[config.mk]
export PLATFORM = sky130hd
export DESIGN_NAME = lca_ram
export DESIGN_NICKNAME = d
export VERILOG_FILES = /design/src/rtl/lca_ram.sv
export SDC_FILE = /design/constraint.sdc
export NUM_CORES = 1
export LEC_CHECK = 0
export BUFFER_PORTS_ARGS = -buffer_cell sky130_fd_sc_hd__buf_2
export CORE_MARGIN = 1.5
export CORE_UTILIZATION = 40
export CTS_CLUSTER_DIAMETER = 80
export DETAILED_ROUTE_END_ITERATION = 10
export GPL_TIMING_DRIVEN = 0
export MAX_ROUTING_LAYER = met4
export SLEW_MARGIN = 20
export SYNTH_ARGS = -nofsm -noshare
export SYNTH_HDL_FRONTEND = slang
export SYNTH_SLANG_ARGS = --single-unit
[constraint.sdc]
create_clock -name clk -period 1.75 [get_ports clk]
set_input_delay 0.175 -clock clk [delete_from_list [all_inputs] [get_ports clk]]
set_output_delay 0.175 -clock clk [all_outputs]
set_load 0.02 [all_outputs]
[src/rtl/lca_ram.sv]
// ----------------------------------------------------------------------------
// lca_ram
// Generic simple dual-port RAM: one write port, one registered read port.
// ----------------------------------------------------------------------------
module lca_ram #(
  parameter int WIDTH = 8,
  parameter int DEPTH = 16
) (
  input  logic                     clk,
  input  logic                     we,
  input  logic [$clog2(DEPTH)-1:0] waddr,
  input  logic [WIDTH-1:0]         wdata,
  input  logic [$clog2(DEPTH)-1:0] raddr,
  output logic [WIDTH-1:0]         rdata
);

  logic [WIDTH-1:0] mem [DEPTH];

  always_ff @(posedge clk) begin
    if (we) begin
      mem[waddr] <= wdata;
    end
    rdata <= mem[raddr];
  end

endmodule

==> out/qor.csv <==
stage;metric;value;unit
status;status;complete, no violations;
die;die_x;116;um
clocking;postCtsResizedCells;0;
sta;worst_pin_slew;824;ps
yosys;ys_ff_latch;136;
clocking;clk_path_buf_depth;2;
yosys;synthAdderAreaFrac;0;
worst_setup_path;crit_path_max_fanout;8;
grt;grt_usage;0.164;
worst_setup_path;timing.critical_path.buf_inv;1;
worst_setup_path;worstPathRequired;1770;ps
job;drv_cap;0;
detailed_routing;firstDrtPassIters;5;
place;numPortBuffers;24;
worst_setup_path;end_kind;flip-flop;
clocking;insertion_delay;410;ps
clocking;post_cts_buffers;0;
sta;period_minus_slack;1460;ps
clocking;cts-root-buf;clkbuf_16;
power_and_ir_drop;power_leakage;2.02;nW
yosys;syn_inst;229;
sta;fmax;685;MHz
place;place_area;5500;sq um
grt;overflow;0;
power_and_ir_drop;total_power;7.51;mW
grt;antenna_found_initial;0;
cells_and_area;drive_gt1_frac;0.295;
yosys;yosysWarnings;0;
sta;min_period_over_period;0.835;
die;core;12600;sq um
yosys;ys_seq_area_frac;0.778;
detailed_routing;wl_per_cell;21.7;um
cells_and_area;fin_area;6090;sq um
worst_setup_path;start_kind;primary input;
worst_setup_path;slowest_stage;nor2_1;
power_and_ir_drop;vdd_drop_max;0.627;mV
clocking;postCtsHoldBufs;0;
yosys;synth_top_family_by_area;multiplexers;
die;start_util;0.410;
sta;finClkSkew;12.5;ps
sta;finalHoldViolCount;0;
worst_setup_path;criticalPathCategory;primary input to flip-flop;
die;die-area;13600;sq um
cells_and_area;fin_util;0.485;
cells_and_area;nNetsFinal;290;
yosys;syn_area_per_cell;22.5;sq um
place;place_congestion;0.711;
yosys;ys.flop_type;edfxtp_1;
detailed_routing;viasPerCell;5.16;
yosys;synthMuxAreaShare;0.150;
grt;grt_pass1_vias;2340;
clocking;cts.clk_slew.worst_paths;50;ps
yosys;yosysUniqueCellTypes;19;
worst_setup_path;crit_path_max_incr_delay;650;ps
yosys;syn_area;5150;sq um
grt;grt_pass1_wl;14.5;mm
clocking;cts_sinks;136;
detailed_routing;ant_nets;0;
cells_and_area;n_fill_cell;1043;
sta;rsz0062_at_grt;false;
sta;drv_slew;0;
yosys;synthSimpleGateAreaFrac;0.0318;
yosys;ys_async_sr_fraction;0;
worst_setup_path;path_delay_family;simple AND/OR/NAND/NOR gates;
yosys;synth_edf_count;128;
yosys;synth_compound_area_frac;0.0233;
clocking;htree_levels;4;
yosys;syn_nets;247;
sta;timing.slew.headroom;0.448;
detailed_routing;drc_errors;0;
cells_and_area;final_cells;457;
die;die_h;116;um
cells_and_area;area_growth;18.3;%
place;dp.cells;425;
detailed_routing;wl;9.90;mm
die;io-pin-count;26;
worst_setup_path;path_cells;buf_2, or3b_2, nor2_1;
place;hpwlAfterDp;6.15;mm
clocking;cts_tree;done;
detailed_routing;vias;2358;
clocking;cts_made_buffers;17;
die;rows;41;
sta;setup_viol;0;
detailed_routing;drtIter0Drc;138;
worst_hold_path;hp-class;primary input to flip-flop;
yosys;synth-xor-area-share;0;
grt;grt_max_degree;17;
cells_and_area;diodes;0;
power_and_ir_drop;powerDensity;1230;nW/um^2
worst_setup_path;arrival;1480;ps
-- report_power, final --
group          internal, mW  total, mW  switching [mW]
sequential             3.64       3.66          0.0158
clock                  2.24       3.48            1.23
combinational         0.145      0.375           0.229
-- worst paths after layout --
kind	startpoint	end	slack, ps	depth (start not counted)
max	waddr[2]	mem[2][2]	290	3
min	wdata[6]	mem[15][6]	170	1
max reg2reg	mem[15][7]	rdata[7]	360	3
min reg2reg	mem[11][1]	rdata[1]	690	3
-- stage by stage --
step	hold slack [ps]	setup TNS, ps	setup WS, ps
3_5_place_dp	588	-2940	-138
5_1_grt	175	0	241
3_3_place_gp	572	-8570	-457
2_1_floorplan	274	0	82.1
4_1_cts	160	0	283
6_report	174	0	289
-- sequential cells by signal, indices dropped and copies added (netlist names) --
signal / flops
rdata: 8
mem: 128
-- cell usage after synthesis (2+ instances only) --
master | number | area share
edfxtp_1 | 128 | 0.75
mux4_2 | 18 | 0.079
a22oi_1 | 16 | 0.023
mux4_1 | 14 | 0.071
nor2_1 | 13 | 0.0095
nand2_1 | 9 | 0.0066
dfxtp_1 | 8 | 0.031
nor3_1 | 4 | 0.0039
buf_2 | 3 | 0.0029
buf_6 | 3 | 0.0066
clkdlybuf4s25_2 | 3 | 0.0058
nand2b_1 | 2 | 0.0024
nand3b_1 | 2 | 0.0029
-- final cells by class --
type / count / area [sq um] / area share
flip-flops and latches: 136 / 4000 / 0.657
plain buffers: 10 / 86.3 / 0.0142
well taps: 172 / 215 / 0.0353
clock buffers: 25 / 495 / 0.0814
clock inverters: 7 / 91.3 / 0.0150
multi-input cells: 83 / 1080 / 0.177
repair buffers: 24 / 120 / 0.0197
-- logic make-up after synthesis --
| logic type | Yosys count |
|---|---|
| and+or+nand+nor | 35 |
| buffers and inverters | 10 |
| muxes | 32 |
| DFF | 136 |
| AOI/OAI and AO/OA | 16 |
-- routing by layer --
| layer | vias up | routed length [um] | track usage |
|---|---|---|---|
| li1 | 1057 | - | - |
| met1 | 1218 | 4450 | 0.218 |
| met2 | 76 | 4810 | 0.251 |
| met3 | 7 | 516 | 0.0358 |
| met4 | 0 | 125 | 0.0634 |
| met5 | - | 0 | - |
-- worst register-to-register path: stages (launching register included) --
cell      delay, ps
edfxtp_1        360
mux4_2          510
a22oi_1         260
nand2_1         110
-- placed cells by master, fill, tap and decap left out --
| cell | synthesis | routed |
|---|---|---|
| a22oi_1 | 16 | 16 |
| and2_1 | 1 | 1 |
| and2b_1 | 1 | 1 |
| buf_2 | 3 | 27 |
| buf_4 | 1 | 1 |
| buf_6 | 3 | 3 |
| bufinv_16 | 0 | 2 |
| clkbuf_1 | 0 | 4 |
| clkbuf_16 | 0 | 17 |
| clkbuf_8 | 0 | 4 |
| clkdlybuf4s25_2 | 3 | 3 |
| clkinv_1 | 0 | 1 |
| clkinv_2 | 0 | 1 |
| clkinvlp_4 | 0 | 3 |
| dfxtp_1 | 8 | 8 |
| edfxtp_1 | 128 | 128 |
| mux4_1 | 14 | 14 |
| mux4_2 | 18 | 18 |
| nand2_1 | 9 | 9 |
| nand2b_1 | 2 | 2 |
| nand3_1 | 1 | 1 |
| nand3b_1 | 2 | 2 |
| nor2_1 | 13 | 13 |
| nor2b_1 | 1 | 1 |
| nor3_2 | 0 | 4 |
| or3b_2 | 1 | 1 |
Power figures use the tool's default switching activity.
