--- src/rtl/lca_pkg.sv ---
// ----------------------------------------------------------------------------
// lca_pkg
// Shared sizes, request codes and register indexes for the life automaton.
// ----------------------------------------------------------------------------
package lca_pkg;

  localparam int MAX_ROWS = 64;
  localparam int MAX_COLS = 64;

  localparam int ADDR_W  = $clog2(MAX_ROWS);      // row word address
  localparam int COL_AW  = $clog2(MAX_COLS);      // bit position in a row word
  localparam int CNT_W   = $clog2(MAX_ROWS + 1);  // sweep counter, holds MAX_ROWS
  localparam int CFG_W   = 7;                     // size register width
  localparam int DIM_W   = (CNT_W > CFG_W) ? CNT_W : CFG_W;
  localparam int GEN_W   = 16;

  localparam logic [GEN_W-1:0] GEN_MAX = '1;

  typedef logic [MAX_COLS-1:0] row_t;

  typedef enum logic [1:0] {
    REQ_WRITE   = 2'd0,
    REQ_ADVANCE = 2'd1,
    REQ_READ    = 2'd2,
    REQ_NOP     = 2'd3
  } req_t;

  typedef enum logic {
    CFG_ROWS = 1'b0,
    CFG_COLS = 1'b1
  } cfg_idx_t;

endpackage

--- src/rtl/lca_life.sv ---
// ----------------------------------------------------------------------------
// lca_life
// Next generation of one row word by B3/S23 from its two neighbor rows.
// Columns outside the mask keep their stored value.
// ----------------------------------------------------------------------------
module lca_life
  import lca_pkg::*;
(
  input  row_t above,     // masked, zero when outside the board
  input  row_t mid,       // masked
  input  row_t below,     // masked, zero when outside the board
  input  row_t mid_raw,   // stored row, unmasked
  input  row_t col_mask,
  output row_t next_row
);

  row_t a_l, a_r, m_l, m_r, b_l, b_r;
  row_t life;

  // bit c of *_l holds column c-1, bit c of *_r holds column c+1
  assign a_l = above << 1;
  assign a_r = above >> 1;
  assign m_l = mid << 1;
  assign m_r = mid >> 1;
  assign b_l = below << 1;
  assign b_r = below >> 1;

  always_comb begin
    logic [3:0] n;
    for (int c = 0; c < MAX_COLS; c++) begin
      n = 4'(a_l[c]) + 4'(above[c]) + 4'(a_r[c]) + 4'(m_l[c]) + 4'(m_r[c])
        + 4'(b_l[c]) + 4'(below[c]) + 4'(b_r[c]);
      life[c] = (n == 4'd3) || (mid[c] && (n == 4'd2));
    end
  end

  assign next_row = (life & col_mask) | (mid_raw & ~col_mask);

endmodule

--- config.mk ---
export PLATFORM = sky130hd
export DESIGN_NAME = lca_life
export DESIGN_NICKNAME = d
export VERILOG_FILES = /design/src/rtl/lca_pkg.sv /design/src/rtl/lca_life.sv
export SDC_FILE = /design/constraint.sdc
export NUM_CORES = 1
export LEC_CHECK = 0
export BUFFER_PORTS_ARGS = -buffer_cell sky130_fd_sc_hd__buf_2
export CAP_MARGIN = 40
export CORE_MARGIN = 3
export CORE_UTILIZATION = 47
export DETAILED_ROUTE_END_ITERATION = 12
export GPL_ROUTABILITY_DRIVEN = 0
export GPL_TIMING_DRIVEN = 0
export PLACE_DENSITY_LB_ADDON = 0.1
export SLEW_MARGIN = 20
export SYNTH_ARGS = -nofsm -noshare
export SYNTH_HDL_FRONTEND = slang
export SYNTH_SLANG_ARGS = --single-unit
--- constraint.sdc ---
create_clock -name vclk -period 3.4
set_input_delay 0.34 -clock vclk [all_inputs]
set_output_delay 0.34 -clock vclk [all_outputs]
set_load 0.02 [all_outputs]
==> flow_summary_export.csv, run 1 <==
group,metric,value,unit
logic_synthesis,synth_most_common_cell,"inv_1",
power_and_ir_drop,ir_drop,0.155,mV
min_path,whs_path_depth,3,
logic_synthesis,synth_xor_area_share,0,%
finish,clkbuf_count,0,
power_and_ir_drop,p_comb_share,100.0,%
timing,hold_ws,0.974,ns
floorplan,core,0.0238,mm²
setup_path,endpoint_kind,"output pin",
drt,routedWlPerCell,13.7,µm
setup_path,crit_required,3.06,ns
timing,tns,-1.52,ns
drt,routed_via_density,4.79,
drt,first_iter_violations,228,
logic_synthesis,syn_area,0.0115,mm²
finish,area.growth.synth_to_final,36.3,%
placed_design,dp.final_hpwl,25.6,mm
global_route,grt_max_degree,4,
floorplan,fp.dieH,162,µm
power_and_ir_drop,clock_power_share,0,%
power_and_ir_drop,power_density,286,mW/mm²
logic_synthesis,syn_inst,1333,
setup_path,crit_arrival,3.24,ns
logic_synthesis,netlist-cell-type-count,16,
logic_synthesis,synth_top_area_share,43.9,%
timing,hold_violations,0,
setup_path,path_class,"input pin to output pin",
global_route,grt_pass1_vias,10400,
logic_synthesis,synth_top_family_by_area,"adder cells",
min_path,min_path_type,"input pin to output pin",
min_path,hp-start,"col_mask[22]",
logic_synthesis,synthMuxAreaShare,0.0871,%
logic_synthesis,ys_seq_area_share,0,%
logic_synthesis,synth.net_count,2093,
floorplan,die-width,162,µm
drt,drtPass1Iterations,4,
min_path,hold-path-endpoint,"next_row[22]",
finish,fin_nets,2485,
finish,fin_util,65.9,%
power_and_ir_drop,swShare,52.5,%
logic_synthesis,yosys.area.top_type,"fa_1",
timing,fmax,279,MHz
finish,drive_gt1_share,41.4,%
timing,finalCritPeriodShare,105,%
setup_path,cp_max_fo,2,
placed_design,dp_slack,-0.297,ns
timing,worst_pin_slew,0.281,ns
run,max_cap_violations,0,
logic_synthesis,synth_common_cells,"inv_1, fa_1, ha_1",
global_route,grt_overflow,0,
logic_synthesis,synth_compound_area_share,13.4,%
run_status,status,"complete, but fails checks",
global_route,antenna_found_initial,7,
power_and_ir_drop,switching_power,0.00235,W
timing,rsz0062_at_grt,"true",
placed_design,portBuffers,384,
drt,vias,9790,
run_status,failed_checks,"negative setup slack",
timing,post-route-min-period,3.58,ns
drt,drt-total-wl,28.0,mm
global_route,grt_pass1_wl,46.4,mm
timing,slew_headroom,81.3,%
logic_synthesis,yosys_warnings,0,
drt,ant_nets,0,
logic_synthesis,synthAdderAreaFrac,64.4,%
power_and_ir_drop,power.internal,0.00212,W
floorplan,die_area,0.0264,mm²
finish,sequential_cell_total,0,
floorplan,num_rows,56,
global_route,grt_usage,21.0,%
logic_synthesis,synth.area.top_cells,"fa_1, ha_1, inv_1",
logic_synthesis,avgSynthCellArea,8.62,µm²
power_and_ir_drop,pwr-share-seq,0,%
setup_path,critPathLaunchType,"input pin",
floorplan,io_pins,384,
drt,drc,0,
floorplan,start_util,48.4,%
timing,drv_slew,0,
timing,setup_viol,28,
logic_synthesis,synth-simple-area-share,4.84,%
power_and_ir_drop,cellLeakagePower,8.38,nW
finish,seqCellArea,0,µm²
timing,setup_ws,-0.180,ns
[cells in the final DEF (no fill, tap or decap), types with 15 or more instances in the layout]
cell / Yosys / layout
inv_1: 528 / 393
a21oi_2: 0 / 40
nor2_1: 52 / 50
buf_2: 0 / 231
buf_8: 0 / 36
and2_1: 51 / 34
a21oi_1: 102 / 59
o22ai_1: 61 / 47
inv_4: 0 / 52
ha_2: 0 / 45
inv_2: 0 / 78
ha_4: 0 / 15
fa_2: 0 / 51
o211ai_1: 61 / 61
buf_4: 0 / 58
ha_1: 188 / 128
buf_6: 0 / 65
and2_4: 0 / 17
fa_1: 252 / 201
[cell type report]
cell class / instances / area, µm²
Multi-Input combinational cell: 805 / 10300
Fill cell: 1990 / 8090
Timing Repair Buffer: 390 / 2860
Inverter: 528 / 2140
Tap cell: 319 / 399
Antenna cell: 3 / 7.51
[power groups by stage]
| stage | Clock (W) | Sequential (W) | Combinational [W] |
|---|---|---|---|
| after CTS | 0 | 0 | 0.00427 |
| after floorplan | 0 | 0 | 0.00277 |
| final | 0.000000000118 | 0 | 0.00448 |
| after detailed placement | 0 | 0 | 0.00382 |
| after global placement | 0 | 0 | 0.00371 |
| after global routing | 0.000000000118 | 0 | 0.00515 |
[cells by family (layout without fill, tap and decap cells)]
logic type / after synthesis / count (layout)
buffers and inverters: 528 / 918
adders and majority gates: 440 / 440
AOI/OAI and AO/OA: 250 / 250
and+or+nand+nor: 114 / 114
muxes: 1 / 1
other: 0 / 3
[routing by layer]
metal,track usage [%],share of wire [%],up-vias,routed length (µm)
met5,0,0.15,-,43
met4,3.49,2.2,8,606
met3,3.41,6.8,42,1900
met2,39.4,52,259,14500
met1,25.7,39,4624,11000
li1,-,-,4857,-
[metrics by stage]
step	cell area, µm²	power, W	std cells
floorplan	11600	0.00277	1333
global placement	13900	0.00371	2036
detailed placement	13900	0.00382	2036
CTS	15000	0.00427	2040
global route	15700	0.00515	2045
finish	15700	0.00448	2045
[repair_timing]
item / CTS / global route
pin swaps: 142 / 101
buffers inserted: 4 / 2
hold endpoints to repair: 0 / 0
setup endpoints to repair: 61 / 62
gates resized for setup: 432 / 171
hold buffers: 0 / 0
[how the worst max path moves through the flow]
stage                   start           end  slack, ns  cells after the start
floorplan            above[9]  next_row[10]       0.06                     10
global placement    above[10]  next_row[11]      -0.24                     11
detailed placement  above[53]  next_row[54]      -0.30                     12
CTS                 above[35]  next_row[35]      -0.22                     12
global route         above[8]   next_row[8]      -0.27                     12
finish               above[8]   next_row[8]      -0.18                     12
[critical path, cell delays in order]
cell and delay [ns]:
buf_8 0.09, inv_6 0.03, fa_1 0.54, fa_1 0.44, fa_1 0.56, inv_2 0.05
ha_4 0.16, fa_1 0.51, o211ai_1 0.09, a21o_1 0.16, o22ai_2 0.12, buf_6 0.14
Power figures use the tool's default switching activity.
==> inputs of run 2 (changes only) <==
- ABC_AREA: not set -> 1
==> run 2 against run 1 <==
  * The flow still finishes with violations (negative setup slack)
  * Sequential share of layout area unchanged
  * Worst setup slack gained 0.0088 ns
  * Global-route usage decreased by 0.63 points
  * Worst hold slack worse by 0.0040 ns
  * Critical path depth rose by 3
  * Synthesized cell count rose by 41%
  * Utilization down 4.1 points
  * Cell count grew 28%
  * Sequential cell count is the same
  * Die area is 11% higher
  * Fmax increased by 0.25%
  * Wire length increased by 5.0%
==> flow_summary_export.csv, run 2 <==
group,metric,value,unit
drt,ant_nets,0,
timing,hold_ws,0.970,ns
timing,slew_headroom,84.7,%
power_and_ir_drop,cellLeakagePower,10.2,nW
setup_path,crit_required,3.06,ns
logic_synthesis,ys_seq_area_share,0,%
logic_synthesis,synth.net_count,2641,
placed_design,dp_slack,-0.255,ns
floorplan,fp.dieH,171,µm
finish,seqCellArea,0,µm²
drt,first_iter_violations,253,
setup_path,cp_max_fo,2,
drt,drt-total-wl,29.4,mm
setup_path,worstSetupStartpoint,"mid[10]",
power_and_ir_drop,ir_drop,0.164,mV
logic_synthesis,synth_top_area_share,39.4,%
logic_synthesis,synth.area.top_cells,"fa_1, inv_1, ha_1",
setup_path,endpoint_kind,"output pin",
global_route,grt_usage,20.3,%
floorplan,start_util,48.5,%
logic_synthesis,syn_area,0.0128,mm²
timing,post-route-min-period,3.57,ns
finish,mostFrequentLayoutCells,"nand2_1, inv_1, buf_2",
logic_synthesis,syn_inst,1881,
logic_synthesis,yosys_warnings,0,
global_route,grt_pass1_wl,49.9,mm
floorplan,die-width,171,µm
drt,routed_via_density,4.29,
run,max_cap_violations,0,
run_status,status,"complete, but fails checks",
drt,routedWlPerCell,11.3,µm
drt,drtPass1Iterations,4,
logic_synthesis,synth_most_common_cell,"inv_1",
setup_path,critPathLaunchType,"input pin",
min_path,whs_path_depth,4,
timing,drv_slew,0,
placed_design,placed_cells,2600,
clocking,ctsHoldBuffers,0,
floorplan,die_area,0.0293,mm²
logic_synthesis,avgSynthCellArea,6.81,µm²
drt,vias,11200,
min_path,min_path_type,"input pin to output pin",
setup_path,worst_path_max_delay_cell,"fa_1",
finish,fin_nets,3037,
floorplan,core,0.0264,mm²
global_route,grt_pass1_vias,11500,
timing,worst_pin_slew,0.229,ns
timing,hold_violations,0,
setup_path,crit_arrival,3.23,ns
placed_design,portBuffers,384,
global_route,grt_overflow,0,
finish,clkbuf_count,0,
setup_path,crit_end,"next_row[11]",
power_and_ir_drop,power_density,285,mW/mm²
run_status,failed_checks,"negative setup slack",
setup_path,cpPeakStageDelay,0.56,ns
global_route,grt_max_degree,4,
timing,setup_ws,-0.171,ns
setup_path,path_class,"input pin to output pin",
timing,rsz0062_at_grt,"true",
logic_synthesis,yosys.area.top_type,"fa_1",
timing,setup_viol,61,
finish,layout_commonest_cell,"nand2_1",
global_route,antenna_found_initial,7,
timing,finalCritPeriodShare,105,%
finish,design_area,0.0163,mm²
placed_design,place_area,0.0152,mm²
floorplan,io_pins,384,
finish,fin_util,61.9,%
finish,area.growth.synth_to_final,27.6,%
logic_synthesis,netlist-cell-type-count,10,
setup_path,crit_path_cell_trace,"buf_6 > inv_4 > fa_1 > fa_1 > fa_1 > inv_2 > ha_4 > fa_1 > nand2_1 > inv_1 > nand2_1 > nor2_1 > nand2_1 > nand2_1 > buf_6",
timing,fmax,280,MHz
finish,layoutNonFillerInstCount,2611,
finish,sequential_cell_total,0,
finish,drive_gt1_share,25.9,%
floorplan,num_rows,59,
logic_synthesis,synth_common_cells,"inv_1, nand2_1, fa_1",
drt,drc,0,
placed_design,dp.final_hpwl,27.8,mm
-- run 2: cell count changes in the layout (fill, tap and decap cells not counted), moves of 36 or more --
cell | before | now
a21oi_2 | 40 | 0
o211ai_1 | 61 | 0
fa_1 | 201 | 252
inv_1 | 393 | 529
fa_2 | 51 | 0
o22ai_1 | 47 | 0
a21oi_1 | 59 | 0
buf_2 | 231 | 267
nor2_1 | 50 | 186
nand2_1 | 11 | 549
-- run 2: worst min path at each step --
stage | start | endpoint | slack [ns]
after global routing | mid_raw[48] | next_row[48] | 0.98
after floorplan | mid_raw[10] | next_row[10] | 0.85
after CTS | col_mask[63] | next_row[63] | 0.98
after global placement | col_mask[63] | next_row[63] | 0.97
final | mid_raw[45] | next_row[45] | 0.97
after detailed placement | col_mask[63] | next_row[63] | 0.98
-- run 2: through the flow --
step,total power (W),setup TNS (ns)
floorplan,0.00317,0
global placement,0.00410,-8.92
detailed placement,0.00427,-10.61
CTS,0.00467,-6.62
global route,0.00555,-13.61
finish,0.00466,-4.54
-- run 2: cell families after synthesis --
group	Yosys count	synth area share, %
AND/OR/NAND/NOR	747	21.9
buffers and inverters	690	20.2
adder cells (fa/ha/maj)	440	57.7
AO/OA/AOI/OAI	4	0.156
-- run 2: where the power goes --
group,switching [W],total [W],internal (W)
Sequential,0,0,0
Combinational,0.00258,0.00466,0.00208
Clock,0,0.0000000000394,0.0000000000394
-- run 2: what timing repair did --
action | 4_1_cts | 5_1_grt
buffers inserted | 4 | 6
endpoints found under the setup margin | 61 | 61
pin swaps | 117 | 108
resized for setup | 377 | 66
-- run 2: layer usage --
metal,share of wire (%),up-vias,global-route usage [%]
li1,-,5967,-
met1,41,4951,25.6
met2,51,237,38.6
met3,5.9,28,2.70
met4,1.3,10,1.75
met5,0.21,-,0
-- run 2: worst max-delay path: cells and delay by family --
family | cells | cell delay, ns
fa+ha+maj | 5 | 2.21
simple gates | 5 | 0.36
buf+inv | 5 | 0.31
-- run 2: layout make-up --
type                       instances  area [µm²]
timing repair buffer             394        2760
tap                              335         419
inverter                         690        2710
multi-input combinational       1191       10500
antenna                            1        2.50
fill                            2507       10100
==> inputs of run 3 (changes only) <==
- GPL_TIMING_DRIVEN: 0 -> not set
==> run 3 against run 2 <==
  * The flow still finishes with violations (negative setup slack)
  * Cell area increased by 6.1%
  * Worst hold slack about the same
  * Sequential share of layout area stayed put
  * Wire length increased by 4.6%
  * Sequential cell count stayed put
  * Global-route usage up 0.49 points
  * Utilization up 3.8 points
  * Critical path depth unchanged
  * Fmax rose by 0.51%
  * Worst setup slack better by 0.018 ns
  * Die area unchanged
  * Critical path type unchanged
  * Largest power group unchanged
  * Via count up 5.1%
==> flow_summary_export.csv, run 3 (synthesized netlist as in run 2, its figures left out) <==
group,metric,value,unit
timing,finalCritPeriodShare,104,%
global_route,grt_pass1_vias,11900,
finish,fin_nets,3146,
floorplan,die_area,0.0293,mm²
power_and_ir_drop,switching_power,0.00265,W
finish,layout_commonest_cell,"nand2_1",
timing,drv_slew,0,
finish,fill_cells,2325,
drt,drt-total-wl,30.8,mm
drt,routedWlPerCell,11.3,µm
timing,slew_headroom,84.3,%
timing,post-route-min-period,3.55,ns
floorplan,io_pins,384,
placed_design,dp.final_hpwl,29.0,mm
setup_path,cp_max_fo,2,
drt,drc,0,
finish,multi_input_area,0.0106,mm²
power_and_ir_drop,clock_power_share,0,%
finish,drive_gt1_share,28.9,%
run_status,status,"complete, but fails checks",
placed_design,portBuffers,384,
finish,design_area,0.0173,mm²
timing,hold_violations,0,
timing,fmax,281,MHz
setup_path,crit_path_cell_trace,"buf_2 > inv_2 > fa_1 > fa_1 > fa_1 > inv_2 > ha_4 > fa_1 > nand2_1 > clkinv_1 > nand2_1 > nor2_1 > nand2_1 > nand2_1 > buf_6",
timing,setup_ws,-0.153,ns
min_path,min_path_type,"input pin to output pin",
drt,first_iter_violations,298,
setup_path,worst_path_max_delay_cell,"fa_1",
global_route,grt_pass1_wl,51.3,mm
floorplan,core,0.0264,mm²
power_and_ir_drop,swShare,54.6,%
run,max_cap_violations,0,
power_and_ir_drop,p_comb_share,100.0,%
setup_path,cpPeakStageDelay,0.55,ns
floorplan,die-width,171,µm
setup_path,endpoint_kind,"output pin",
finish,mostFrequentLayoutCells,"nand2_1, inv_1, buf_2",
setup_path,cpLargestDelayFamily,"adder cells",
global_route,antenna_found_initial,3,
placed_design,place_area,0.0160,mm²
setup_path,path_class,"input pin to output pin",
drt,drtPass1Iterations,5,
global_route,grt_usage,20.8,%
placed_design,dp_slack,-0.280,ns
run_status,failed_checks,"negative setup slack",
setup_path,crit_required,3.06,ns
setup_path,critPathLaunchType,"input pin",
timing,rsz0062_at_grt,"true",
floorplan,start_util,48.5,%
finish,sequential_cell_total,0,
floorplan,fp.dieH,171,µm
timing,setup_viol,60,
floorplan,num_rows,59,
power_and_ir_drop,power.internal,0.00220,W
finish,seqCellArea,0,µm²
finish,clkbuf_count,0,
finish,area.growth.synth_to_final,35.3,%
global_route,grt_overflow,0,
setup_path,timing.critical_path.buf_inv,5,
global_route,grt_max_degree,4,
timing,worst_pin_slew,0.235,ns
drt,routed_via_density,4.32,
power_and_ir_drop,pwr-share-seq,0,%
drt,vias,11800,
setup_path,crit_arrival,3.21,ns
timing,hold_ws,0.971,ns
drt,ant_nets,0,
power_and_ir_drop,power_density,280,mW/mm²
power_and_ir_drop,cellLeakagePower,10.8,nW
power_and_ir_drop,ir_drop,0.180,mV
## run 3: final timing paths
check / start / slack [ns] / cells past startpoint / end
max: above[50] / -0.15 / 15 / next_row[51]
min: col_mask[63] / 0.97 / 3 / next_row[63]
## run 3: area by class of cell
cell class	count	share of cell area [%]
multi-input combinational	1191	61.0
timing repair buffer	503	21.0
inverter	690	15.6
tap	335	2.42
antenna	2	0.0289
## run 3: power by group through the flow
stage	Clock, W	Sequential, W	Combinational (W)
2_1_floorplan	0	0	0.00317
3_3_place_gp	0	0	0.00420
3_5_place_dp	0	0	0.00438
4_1_cts	0	0	0.00472
5_1_grt	0.0000000000786	0	0.00572
6_report	0.0000000000787	0	0.00485
## run 3: layer usage
layer	routed length [µm]	track usage, %	part of all wire [%]
met1	12900	26.8	42
met2	15600	38.7	51
met3	1700	1.94	5.5
met4	626	3.39	2.0
met5	7	0	0.023
## run 3: metrics by stage
step           TNS (ns)  util (%)  instances  power (W)
6_report          -3.52      65.6       2721    0.00485
5_1_grt          -11.88      65.6       2721    0.00572
4_1_cts           -5.93      63.5       2718    0.00472
3_5_place_dp     -10.19      60.7       2718    0.00438
3_3_place_gp      -8.48      60.7       2718    0.00420
2_1_floorplan         0         -       1881    0.00317
## run 3: repair_timing
item | 4_1_cts | 5_1_grt
setup buffers | 0 | 1
pin swaps | 102 | 68
hold buffers | 0 | 0
gates cloned | 0 | 0
endpoints found under the hold margin | 0 | 0
gates resized for setup | 292 | 161
setup endpoints to repair | 61 | 62
